==> src/rtl/core/frb_pkg.sv <==
// Shared types and constants of the framed ring buffer.
// Command codes, register indexes, item structs and the control FSM states.
// No dependencies.
package frb_pkg;

   // Field widths of the item channels
   localparam int CMD_W = 3;
   localparam int REQ_W = 17;
   localparam int LEN_W = 17;
   localparam int OFS_W = 16;
   localparam int UND_W = 16;
   localparam int MARK_W = 17;
   localparam int CSR_ADDR_W = 1;

   // Command codes
   localparam logic [CMD_W-1:0] CMD_RESERVE = 3'd0;
   localparam logic [CMD_W-1:0] CMD_COMMIT = 3'd1;
   localparam logic [CMD_W-1:0] CMD_FETCH = 3'd2;
   localparam logic [CMD_W-1:0] CMD_DRAIN = 3'd3;
   localparam logic [CMD_W-1:0] CMD_FLUSH = 3'd4;

   // Register indexes
   localparam logic [CSR_ADDR_W-1:0] REG_PLAY_MARK = 1'd0;
   localparam logic [CSR_ADDR_W-1:0] REG_EMPTY_MARK = 1'd1;

   // Reset values of the watermarks
   localparam logic [MARK_W-1:0] PLAY_MARK_RESET = 17'd16384;
   localparam logic [MARK_W-1:0] EMPTY_MARK_RESET = 17'd0;

   // Silence clip: 256 stereo 16-bit samples
   localparam logic [LEN_W-1:0] SILENCE_BYTES = 17'(256 * 2 * 2);

   // Commit payloads must be 4-byte aligned
   localparam logic [1:0] ALIGN_MASK = 2'd3;

   // One command item
   typedef struct packed {
      logic [CMD_W-1:0] command;
      logic [REQ_W-1:0] request_bytes;
   } cmd_item_type;

   // One result item
   typedef struct packed {
      logic              accepted;
      logic [LEN_W-1:0]  length_bytes;
      logic [OFS_W-1:0]  data_offset;
      logic              silence;
      logic [UND_W-1:0]  underrun_count;
      logic              empty_res;
      logic [LEN_W-1:0]  bytes_in_use;
   } rsp_item_type;

   // Control sequencer states
   typedef enum logic {
      ST_IDLE,
      ST_EXEC
   } ctrl_state_type;

endpackage

==> src/rtl/core/frb_books.sv <==
// Bookkeeping of the frame ring: offsets, bytes in use, watermark state,
// underrun counter and the pointers of the frame length FIFO held in RAM.
// Depends on frb_pkg.
module frb_books
   import frb_pkg::*;
#(
   parameter int BUFFER_BYTES = 65536,
   parameter int HEADER_BYTES = 8,
   parameter int MAX_FRAMES = 4096
) (
   input  logic                            clock,
   input  logic                            reset,
   input  logic                            exec,
   input  cmd_item_type                    item,
   input  logic [MARK_W-1:0]               play_mark,
   input  logic [MARK_W-1:0]               empty_mark,
   output rsp_item_type                    result,
   output logic [$clog2(MAX_FRAMES)-1:0]   fifo_rd_addr,
   input  logic [$clog2(BUFFER_BYTES+1)-1:0] fifo_rd_data,
   output logic                            fifo_wr_en,
   output logic [$clog2(MAX_FRAMES)-1:0]   fifo_wr_addr,
   output logic [$clog2(BUFFER_BYTES+1)-1:0] fifo_wr_data
);

   localparam int USE_W = $clog2(BUFFER_BYTES + 1);
   localparam int POS_W = $clog2(BUFFER_BYTES);
   localparam int SUM_W = USE_W + 1;
   localparam int FIDX_W = $clog2(MAX_FRAMES);
   localparam int FCNT_W = $clog2(MAX_FRAMES + 1);

   // Ring offset advance, the sum stays below twice the ring size
   function automatic logic [POS_W-1:0] ring_add(input logic [POS_W-1:0] pos,
                                                 input logic [USE_W-1:0] n);
      logic [SUM_W-1:0] s;
      s = SUM_W'(pos) + SUM_W'(n);
      if (s >= SUM_W'(BUFFER_BYTES)) begin
         s = s - SUM_W'(BUFFER_BYTES);
      end
      return s[POS_W-1:0];
   endfunction

   function automatic logic [FIDX_W-1:0] idx_next(input logic [FIDX_W-1:0] idx);
      return (idx == FIDX_W'(MAX_FRAMES - 1)) ? '0 : idx + 1'b1;
   endfunction

   logic [POS_W-1:0]  wr_pos_ff, wr_pos_in;
   logic [POS_W-1:0]  rd_pos_ff, rd_pos_in;
   logic [USE_W-1:0]  used_ff, used_in;
   logic [USE_W-1:0]  playing_ff, playing_in;
   logic              empty_mode_ff, empty_mode_in;
   logic [UND_W-1:0]  underruns_ff, underruns_in;
   logic [FIDX_W-1:0] rd_idx_ff, rd_idx_in;
   logic [FIDX_W-1:0] wr_idx_ff, wr_idx_in;
   logic [FCNT_W-1:0] count_ff, count_in;

   logic [31:0]       used32, room32, frame32, req32, after_free32;
   logic [USE_W-1:0]  after_free;
   logic [MARK_W-1:0] mark;
   logic              reserve_ok, commit_ok, fetch_ok;
   logic [POS_W-1:0]  ofs_out;
   logic [31:0]       ofs32;
   logic [LEN_W-1:0]  len_out;
   logic              acc_out, sil_out;

   // Space checks for reserve and commit, level check for fetch
   always_comb begin
      used32 = 32'(used_ff);
      req32 = 32'(item.request_bytes);
      room32 = 32'(BUFFER_BYTES) - used32;
      frame32 = req32 + 32'(HEADER_BYTES);
      reserve_ok = (used32 + 32'(HEADER_BYTES) <= 32'(BUFFER_BYTES)) &&
                   (req32 <= room32 - 32'(HEADER_BYTES));
      commit_ok = (item.request_bytes != '0) &&
                  ((item.request_bytes[1:0] & ALIGN_MASK) == 2'd0) &&
                  (frame32 <= room32) &&
                  (count_ff != FCNT_W'(MAX_FRAMES));
      after_free = used_ff - playing_ff;
      after_free32 = 32'(after_free);
      mark = empty_mode_ff ? empty_mark : play_mark;
      fetch_ok = (after_free32 > 32'(mark)) && (count_ff != '0);
   end

   // Next state and result of one command
   always_comb begin
      wr_pos_in = wr_pos_ff;
      rd_pos_in = rd_pos_ff;
      used_in = used_ff;
      playing_in = playing_ff;
      empty_mode_in = empty_mode_ff;
      underruns_in = underruns_ff;
      rd_idx_in = rd_idx_ff;
      wr_idx_in = wr_idx_ff;
      count_in = count_ff;
      fifo_wr_en = 1'b0;
      acc_out = 1'b0;
      sil_out = 1'b0;
      len_out = '0;
      ofs_out = '0;
      unique case (item.command)
         CMD_RESERVE: begin
            if (reserve_ok) begin
               acc_out = 1'b1;
               len_out = LEN_W'(room32 - 32'(HEADER_BYTES));
               ofs_out = ring_add(wr_pos_ff, USE_W'(HEADER_BYTES));
            end
         end
         CMD_COMMIT: begin
            if (commit_ok) begin
               acc_out = 1'b1;
               fifo_wr_en = exec;
               wr_idx_in = idx_next(wr_idx_ff);
               count_in = count_ff + 1'b1;
               wr_pos_in = ring_add(wr_pos_ff, USE_W'(frame32));
               used_in = used_ff + USE_W'(frame32);
            end
         end
         CMD_FETCH: begin
            used_in = after_free;
            playing_in = '0;
            if (fetch_ok) begin
               acc_out = 1'b1;
               empty_mode_in = 1'b1;
               rd_idx_in = idx_next(rd_idx_ff);
               count_in = count_ff - 1'b1;
               ofs_out = ring_add(rd_pos_ff, USE_W'(HEADER_BYTES));
               rd_pos_in = ring_add(rd_pos_ff, fifo_rd_data);
               playing_in = fifo_rd_data;
               len_out = LEN_W'(32'(fifo_rd_data) - 32'(HEADER_BYTES));
            end else begin
               if (empty_mode_ff && (underruns_ff != '1)) begin
                  underruns_in = underruns_ff + 1'b1;
               end
               empty_mode_in = 1'b0;
               len_out = SILENCE_BYTES;
               sil_out = 1'b1;
            end
         end
         CMD_DRAIN: begin
            empty_mode_in = 1'b1;
         end
         CMD_FLUSH: begin
            wr_pos_in = '0;
            rd_pos_in = '0;
            used_in = '0;
            playing_in = '0;
            empty_mode_in = 1'b0;
            underruns_in = '0;
            rd_idx_in = '0;
            wr_idx_in = '0;
            count_in = '0;
         end
         default: begin
         end
      endcase
   end

   // Result fields, masked to the channel widths
   always_comb begin
      ofs32 = 32'(ofs_out);
      result.accepted = acc_out;
      result.length_bytes = len_out;
      result.data_offset = ofs32[OFS_W-1:0];
      result.silence = sil_out;
      result.underrun_count = underruns_in;
      result.empty_res = (used_in == '0);
      result.bytes_in_use = LEN_W'(32'(used_in));
   end

   // FIFO RAM ports
   assign fifo_rd_addr = rd_idx_ff;
   assign fifo_wr_addr = wr_idx_ff;
   assign fifo_wr_data = USE_W'(frame32);

   // State registers, updated once per executed command
   always_ff @(posedge clock) begin
      if (reset) begin
         wr_pos_ff <= '0;
         rd_pos_ff <= '0;
         used_ff <= '0;
         playing_ff <= '0;
         empty_mode_ff <= 1'b0;
         underruns_ff <= '0;
         rd_idx_ff <= '0;
         wr_idx_ff <= '0;
         count_ff <= '0;
      end else if (exec) begin
         wr_pos_ff <= wr_pos_in;
         rd_pos_ff <= rd_pos_in;
         used_ff <= used_in;
         playing_ff <= playing_in;
         empty_mode_ff <= empty_mode_in;
         underruns_ff <= underruns_in;
         rd_idx_ff <= rd_idx_in;
         wr_idx_ff <= wr_idx_in;
         count_ff <= count_in;
      end
   end

endmodule
==> config.mk <==
export PLATFORM = sky130hd
export DESIGN_NAME = frb_books
export DESIGN_NICKNAME = d
export VERILOG_FILES = /design/src/rtl/core/frb_pkg.sv /design/src/rtl/core/frb_books.sv
export SDC_FILE = /design/constraint.sdc
export NUM_CORES = 1
export LEC_CHECK = 0
export BUFFER_PORTS_ARGS = -buffer_cell sky130_fd_sc_hd__buf_2
export CAP_MARGIN = 40
export CORE_MARGIN = 2
export CORE_UTILIZATION = 50
export CTS_BUF_LIST = sky130_fd_sc_hd__clkbuf_8 sky130_fd_sc_hd__clkbuf_16
export CTS_CLUSTER_DIAMETER = 150
export DETAILED_ROUTE_END_ITERATION = 16
export PLACE_DENSITY = 0.72
export SLEW_MARGIN = 20
export SYNTH_ARGS = -nofsm -noshare
export SYNTH_HDL_FRONTEND = slang
export SYNTH_SLANG_ARGS = --single-unit
==> constraint.sdc <==
create_clock -name clock -period 8.6 [get_ports clock]
set_input_delay 0.43 -clock clock [delete_from_list [all_inputs] [get_ports clock]]
set_output_delay 0.43 -clock clock [all_outputs]
set_load 0.02 [all_outputs]
==> flow_summary.json, run 1 <==
{
  "ctsResizeCount": 0,
  "end_kind": "output port",
  "highest_cell_delay_on_the_worst_timing_path_ns": 0.42,
  "cts-root-to-sink-buffers": 2,
  "timing_max_transition_violations_final": 0,
  "synth-seq-area-share_pct": 20.4,
  "worst_slew_pin_slew_ns": 0.861,
  "critPathMaxFanout": 15,
  "crit_path_frequent_cell": "a21oi_1",
  "avgViaCountPerCell": 6.14,
  "place.port_buffers": 184,
  "design.die.area_um2": 24800,
  "final_layout_size_suffix_gt1_share_pct": 14.5,
  "top_ff_cell_synth": "dfxtp_1",
  "largest_delay_share_family_worst_path": "compound AO/OA/AOI/OAI gates",
  "worstHoldPathType": "in -> reg",
  "first_global_vias": 11515,
  "tmin_final_ns": 6.30,
  "static-leakage-power_nw": 6.05,
  "final.fill_count": 2177,
  "firstDrtPassIters": 6,
  "synth.ff_latch_count": 120,
  "fin_cells": 2046,
  "dpl.hpwl_um": 29700,
  "ys_types": 71,
  "rsz0062_at_grt": "false",
  "drt.antenna.violating_nets": 0,
  "synth-async-reset-ratio_pct": 0,
  "drt-total-wl_um": 39000,
  "cp-start-kind": "flop",
  "synth_nets": 1779,
  "post-place-cells": 2014,
  "cells_traversed_along_the_worst_timing_path": "inv_1, ha_1, inv_1, fa_1, a21oi_1, o22ai_1, o211ai_1, a31oi_1, a21o_1, a21oi_1, xor2_1, xor2_1, ha_1, a21oi_1, o21ai_0, o221ai_1, a31oi_2, buf_4, nor3_1, buf_2, nand3_1, nor4_1, a21o_1, buf_2",
  "ys_warn_count": 0,
  "tritoncts": "done",
  "gp_routability_congestion": 1.00,
  "first_pass_grt_wire_length_um": 60300,
  "fin_tns_setup_ns": 0,
  "total_power_w": 0.00205,
  "max_cap_viol_count": 0,
  "clock_skew_ns": 0.0218,
  "design.core.area_um2": 23300,
  "die_y_um": 157,
  "avgRoutedWirePerCell_um": 19.1,
  "drtIter0Drc": 926,
  "worst_ep_required_time_ns": 8.17,
  "maxClockFrequency_ghz": 0.159,
  "power_density_nw_per_um2": 151,
  "cts_post_setup_buffers_inserted": 0,
  "run_status": "complete, no violations",
  "placementRows": 56,
  "timing.reg2reg.setup_slack_ns": 2.94,
  "top_cell_type_by_total_area_after_synthesis": "dfxtp_1",
  "initial_core_util_pct": 50.6,
  "most_numerous_cell_in_the_yosys_netlist": "nor2_1",
  "i_o_pin_count": 185,
  "grt_max_degree": 57,
  "grt.total_usage_pct": 30.8,
  "cts_max_level": 4,
  "cell_count_after_synthesis": 1568,
  "slew_headroom_pct": 41.8,
  "synthesis.area_per_instance_um2": 7.51,
  "routed-via-count": 12570,
  "synthTopCellsByArea": "dfxtp_1 (20%), ha_1 (14%), xnor2_1 (6.2%)",
  "cts-hold-fix-buffers": 0,
  "design.final.nets": 1925,
  "edff_count_synth": 0,
  "clock_sink_count": 120,
  "clock_tree.root_cell": "clkbuf_16",
  "drc": 0,
  "worstSkewPairLatency_ns": 0.44,
  "clk_pin_slew_ns": 0.06,
  "cpMaxStageDelayCell": "fa_1",
  "setup-violations-final": 0,
  "timing.setup.critical_path_class": "reg -> out",
  "period_share_pct": 73.2,
  "area.growth.synth_to_final_pct": 15.6,
  "worst-path-buf-inv": 5,
  "antenna_found_initial": 1,
  "cts-buffers-inserted": 17,
  "die-width_um": 157,
  "mappedNetlistArea_um2": 11800,
  "timing_hold_violations_final": 0,
  "critical_path_arrival_ns": 5.87,
  "synth.cells.most_frequent": "nor2_1 (166), a21oi_1 (137), ha_1 (132), dfxtp_1 (120), nand2_1 (100)",
  "synth.top_cell.area_share_pct": 20.4,
  "grt_overflow": 0,
  "ir_drop_uv": 126
}
-- path summary, 6_finish.rpt --
kind | startpoint | end | cells past startpoint
max reg2reg | used_ff[8] | count_ff[1] | 19
min reg2reg | wr_pos_ff[0] | wr_pos_ff[0] | 2
min | fifo_rd_data[0] | playing_ff[0] | 3
max | used_ff[0] | result[31] | 24
-- flip-flops by register name, summed over array words and instances, names as in the netlist --
| register | flops |
|---|---|
| count_ff | 13 |
| empty_mode_ff | 1 |
| fifo_rd_addr | 12 |
| fifo_wr_addr | 12 |
| playing_ff | 17 |
| rd_pos_ff | 16 |
| underruns_ff | 16 |
| used_ff | 17 |
| wr_pos_ff | 16 |
-- cells by family (layout without fill, tap and decap cells) --
kind of cell | count (synthesis) | after routing | synth area share (%)
AOI/OAI and AO/OA | 420 | 420 | 22.8
DFF | 120 | 120 | 20.4
adders and majority gates | 137 | 137 | 14.9
other | 0 | 1 | 0
buffers and inverters | 158 | 316 | 5.28
and+or+nand+nor | 560 | 560 | 23.5
muxes | 24 | 24 | 2.05
xor gates and xnor gates | 149 | 149 | 11.1
-- cell usage in the layout, fill, tap and decap left out, types with 26 or more instances in the layout --
| cell type | instances |
|---|---|
| a21oi_1 | 136 |
| xor2_1 | 66 |
| a22oi_1 | 34 |
| a21o_1 | 37 |
| nand3_1 | 70 |
| nor3_1 | 50 |
| buf_2 | 184 |
| nand4_1 | 34 |
| dfxtp_1 | 120 |
| nor2_1 | 165 |
| o21ai_0 | 64 |
| nand2_1 | 100 |
| o22ai_1 | 26 |
| xnor2_1 | 83 |
| ha_1 | 132 |
| inv_1 | 82 |
| and3_1 | 32 |
-- final cells by class --
cell class / instances / area (um^2) / share of cell area (%)
multi-input cells: 1290 / 8780 / 64.5
well taps: 319 / 399 / 2.93
clock buffers: 18 / 439 / 3.23
repair buffers: 201 / 1060 / 7.79
flip-flops and latches: 120 / 2400 / 17.7
clock inverters: 13 / 215 / 1.58
diodes: 1 / 2.50 / 0.0184
inverters: 84 / 315 / 2.32
-- stage by stage --
step           hold WS, ns  worst slack [ns]  utilization, %  cell area [um^2]
2_1_floorplan        0.449              3.41               -             11800
3_3_place_gp         0.457              2.52            55.5             12900
3_5_place_dp         0.467              2.84            55.7             13000
4_1_cts              0.301              2.36            58.5             13600
5_1_grt              0.310              1.70            58.5             13600
6_report             0.316              2.30            58.5             13600
-- power breakdown --
| part | internal, W | leakage (nW) | switching (W) | total, W |
|---|---|---|---|---|
| sequential | 0.000568 | 0.971 | 0.0000268 | 0.000595 |
| clock | 0.000524 | 0.318 | 0.000289 | 0.000813 |
| combinational | 0.000243 | 4.76 | 0.000398 | 0.000641 |
-- worst min-delay path, cell delays in order --
cell and delay [ns]:
buf_2 0.11, a22oi_1 0.07, nor2_1 0.09
-- layer usage --
metal / part of all wire [%] / vias to the layer above / track usage (%)
met5: 0 / - / 0
li1: - / 6019 / -
met1: 43 / 5924 / 40.5
met3: 8.5 / 80 / 6.75
met2: 45 / 547 / 49.5
met4: 3.2 / 0 / 11.2
(Power assumes the default switching activity.)
==> inputs of run 2 (changes only) <==
==> constraint.sdc (replaced) <==
create_clock -name clock -period 5.8 [get_ports clock]
set_input_delay 0.29 -clock clock [delete_from_list [all_inputs] [get_ports clock]]
set_output_delay 0.29 -clock clock [all_outputs]
set_load 0.02 [all_outputs]
==> run 2 against run 1 <==
Worst hold slack got worse by 0.16 ns. Cell area increased by 2.8%. Critical path depth unchanged. Highest routed layer unchanged.
==> flow_summary.json, run 2 (synthesis results as in run 1) <==
{
  "avgRoutedWirePerCell_um": 18.6,
  "slew_headroom_pct": 42.0,
  "grt_overflow": 0,
  "cts-hold-fix-buffers": 0,
  "dpl.hpwl_um": 29800,
  "antenna_cells": 0,
  "max_cap_viol_count": 0,
  "tritoncts": "done",
  "layout_top_registers": "playing_ff x17, used_ff x17",
  "setup-violations-final": 0,
  "clock_tree.root_cell": "clkbuf_16",
  "gp_routability_congestion": 0.974,
  "cpMaxStageDelayCell": "or4b_4",
  "clock_skew_ns": 0.00901,
  "worstSkewPairLatency_ns": 0.43,
  "static-leakage-power_nw": 6.23,
  "timing_hold_violations_final": 0,
  "commonest_cells_after_routing_fill_and_taps_aside": "buf_2 (183), nor2_1 (163), ha_1 (132)",
  "clock_sink_count": 120,
  "firstDrtPassIters": 5,
  "design.die.area_um2": 24800,
  "first_global_vias": 11448,
  "drc": 0,
  "post-place-cells": 2044,
  "antenna_found_initial": 0,
  "die_y_um": 157,
  "critical_path_arrival_ns": 5.33,
  "cts_max_level": 4,
  "run_status": "complete, no violations",
  "grt_max_degree": 72,
  "total_power_w": 0.00297,
  "ir_drop_uv": 198,
  "end_kind": "output port",
  "initial_core_util_pct": 50.6,
  "place.port_buffers": 184,
  "cells_traversed_along_the_worst_timing_path": "inv_1, ha_1, or4b_4, nor2_2, xor2_1, buf_4, nand2_1, nor3_1, buf_4, nor2_1, ha_1, a21o_1, a21o_1, a21o_1, a21o_1, a21oi_1, nor2b_1, o21ai_0, nand2_1, a21oi_1, o21ai_2, buf_6, o22ai_1, buf_2",
  "design.core.area_um2": 23300,
  "final_layout_size_suffix_gt1_share_pct": 17.8,
  "post-route-util_pct": 60.2,
  "worst-path-buf-inv": 5,
  "routed-via-count": 12536,
  "highest_cell_delay_on_the_worst_timing_path_ns": 0.52,
  "design.final.nets": 1964,
  "timing_max_transition_violations_final": 0,
  "fin_cells": 2085,
  "period_share_pct": 96.8,
  "maxClockFrequency_ghz": 0.178,
  "timing.setup.critical_path_class": "reg -> out",
  "layout_commonest_cell": "buf_2",
  "area.growth.synth_to_final_pct": 18.9,
  "die-width_um": 157,
  "cp-start-kind": "flop",
  "critPathMaxFanout": 23,
  "drt.antenna.violating_nets": 0,
  "fin_hold_ws_ns": 0.161,
  "crit_path_frequent_cell": "a21o_1",
  "worstHoldPathType": "in -> reg",
  "rsz0062_at_grt": "true",
  "cts-buffers-inserted": 17,
  "grt.total_usage_pct": 30.9,
  "drt-total-wl_um": 38800,
  "fin_tns_setup_ns": 0,
  "clk_pin_slew_ns": 0.06,
  "avgViaCountPerCell": 6.01,
  "first_pass_grt_wire_length_um": 60300,
  "largest_delay_share_family_worst_path": "compound AO/OA/AOI/OAI gates",
  "worst_slew_pin_slew_ns": 0.864,
  "drtIter0Drc": 952,
  "cts-root-to-sink-buffers": 2,
  "tmin_final_ns": 5.62,
  "i_o_pin_count": 185,
  "power_density_nw_per_um2": 212,
  "worst_ep_required_time_ns": 5.51,
  "final.fill_count": 2174,
  "placementRows": 56
}
## run 2: cell types whose count changed in the layout (fill, tap and decap cells not counted), sizes merged
| cell | change |
|---|---|
| clkinvlp | +1 |
| buf | +39 |
| inv | -1 |
| clkinv | +3 |
| bufinv | -3 |
| clkbuf | +1 |
| diode | -1 |
## run 2: timing repair
action / CTS / global route
gates resized for setup: 4 / 27
endpoints found under the setup margin: 12 / 54
pin swaps: 0 / 5
setup buffers: 0 / 9
## run 2: power breakdown
group | internal [W] | total [W] | switching [W]
Clock | 0.000658 | 0.00109 | 0.000430
Sequential | 0.000842 | 0.000878 | 0.0000356
Combinational | 0.000398 | 0.00100 | 0.000605
Total | 0.00190 | 0.00297 | 0.00107
## run 2: layout make-up
| class | instances | area (um^2) | share of cell area, % |
|---|---|---|---|
| Sequential cell | 120 | 2400 | 17.2 |
| Tap cell | 319 | 399 | 2.85 |
| Clock inverter | 13 | 143 | 1.02 |
| Timing Repair Buffer | 240 | 1360 | 9.75 |
| Clock buffer | 19 | 453 | 3.24 |
| Inverter | 84 | 315 | 2.25 |
| Multi-Input combinational cell | 1290 | 8920 | 63.7 |
## run 2: worst paths after layout
kind / from / endpoint / slack, ns / cells past startpoint
worst min register to register: wr_pos_ff[0] / wr_pos_ff[0] / 0.47 / 2
worst max register to register: used_ff[0] / count_ff[7] / 0.66 / 24
worst min-delay path: fifo_rd_data[16] / playing_ff[16] / 0.16 / 3
worst max-delay path: used_ff[1] / result[57] / 0.18 / 24
## run 2: routing by layer
layer	vias up	global-route usage, %	wire length, um
met3	78	5.29	3220
met1	5831	42.6	17200
met2	534	49.2	17400
met4	0	9.09	912
met5	-	0	0
li1	6093	-	-
## run 2: worst register-to-register path, stage by stage, from the launching register on
cell	delay, ns
dfxtp_1	0.37
inv_2	0.10
ha_1	0.16
inv_1	0.05
fa_1	0.42
a21oi_2	0.17
o22ai_1	0.16
o211ai_1	0.23
a31oi_1	0.15
a21o_1	0.21
a21oi_2	0.17
xor2_2	0.22
xor2_1	0.11
ha_1	0.32
nand4_1	0.15
o21ai_2	0.20
o221ai_1	0.17
a31oi_4	0.33
buf_4	0.18
nor2_1	0.06
or3_1	0.56
buf_4	0.25
nor3_1	0.19
a21oi_1	0.07
nor2_1	0.08
## run 2: stage by stage
stage / setup slack, ns / cell area, um^2
4_1_cts: 0.00857 / 13800
6_report: 0.185 / 14000
3_3_place_gp: 0.282 / 13200
3_5_place_dp: 0.277 / 13200
5_1_grt: -0.0316 / 14000
2_1_floorplan: 0.887 / 11800
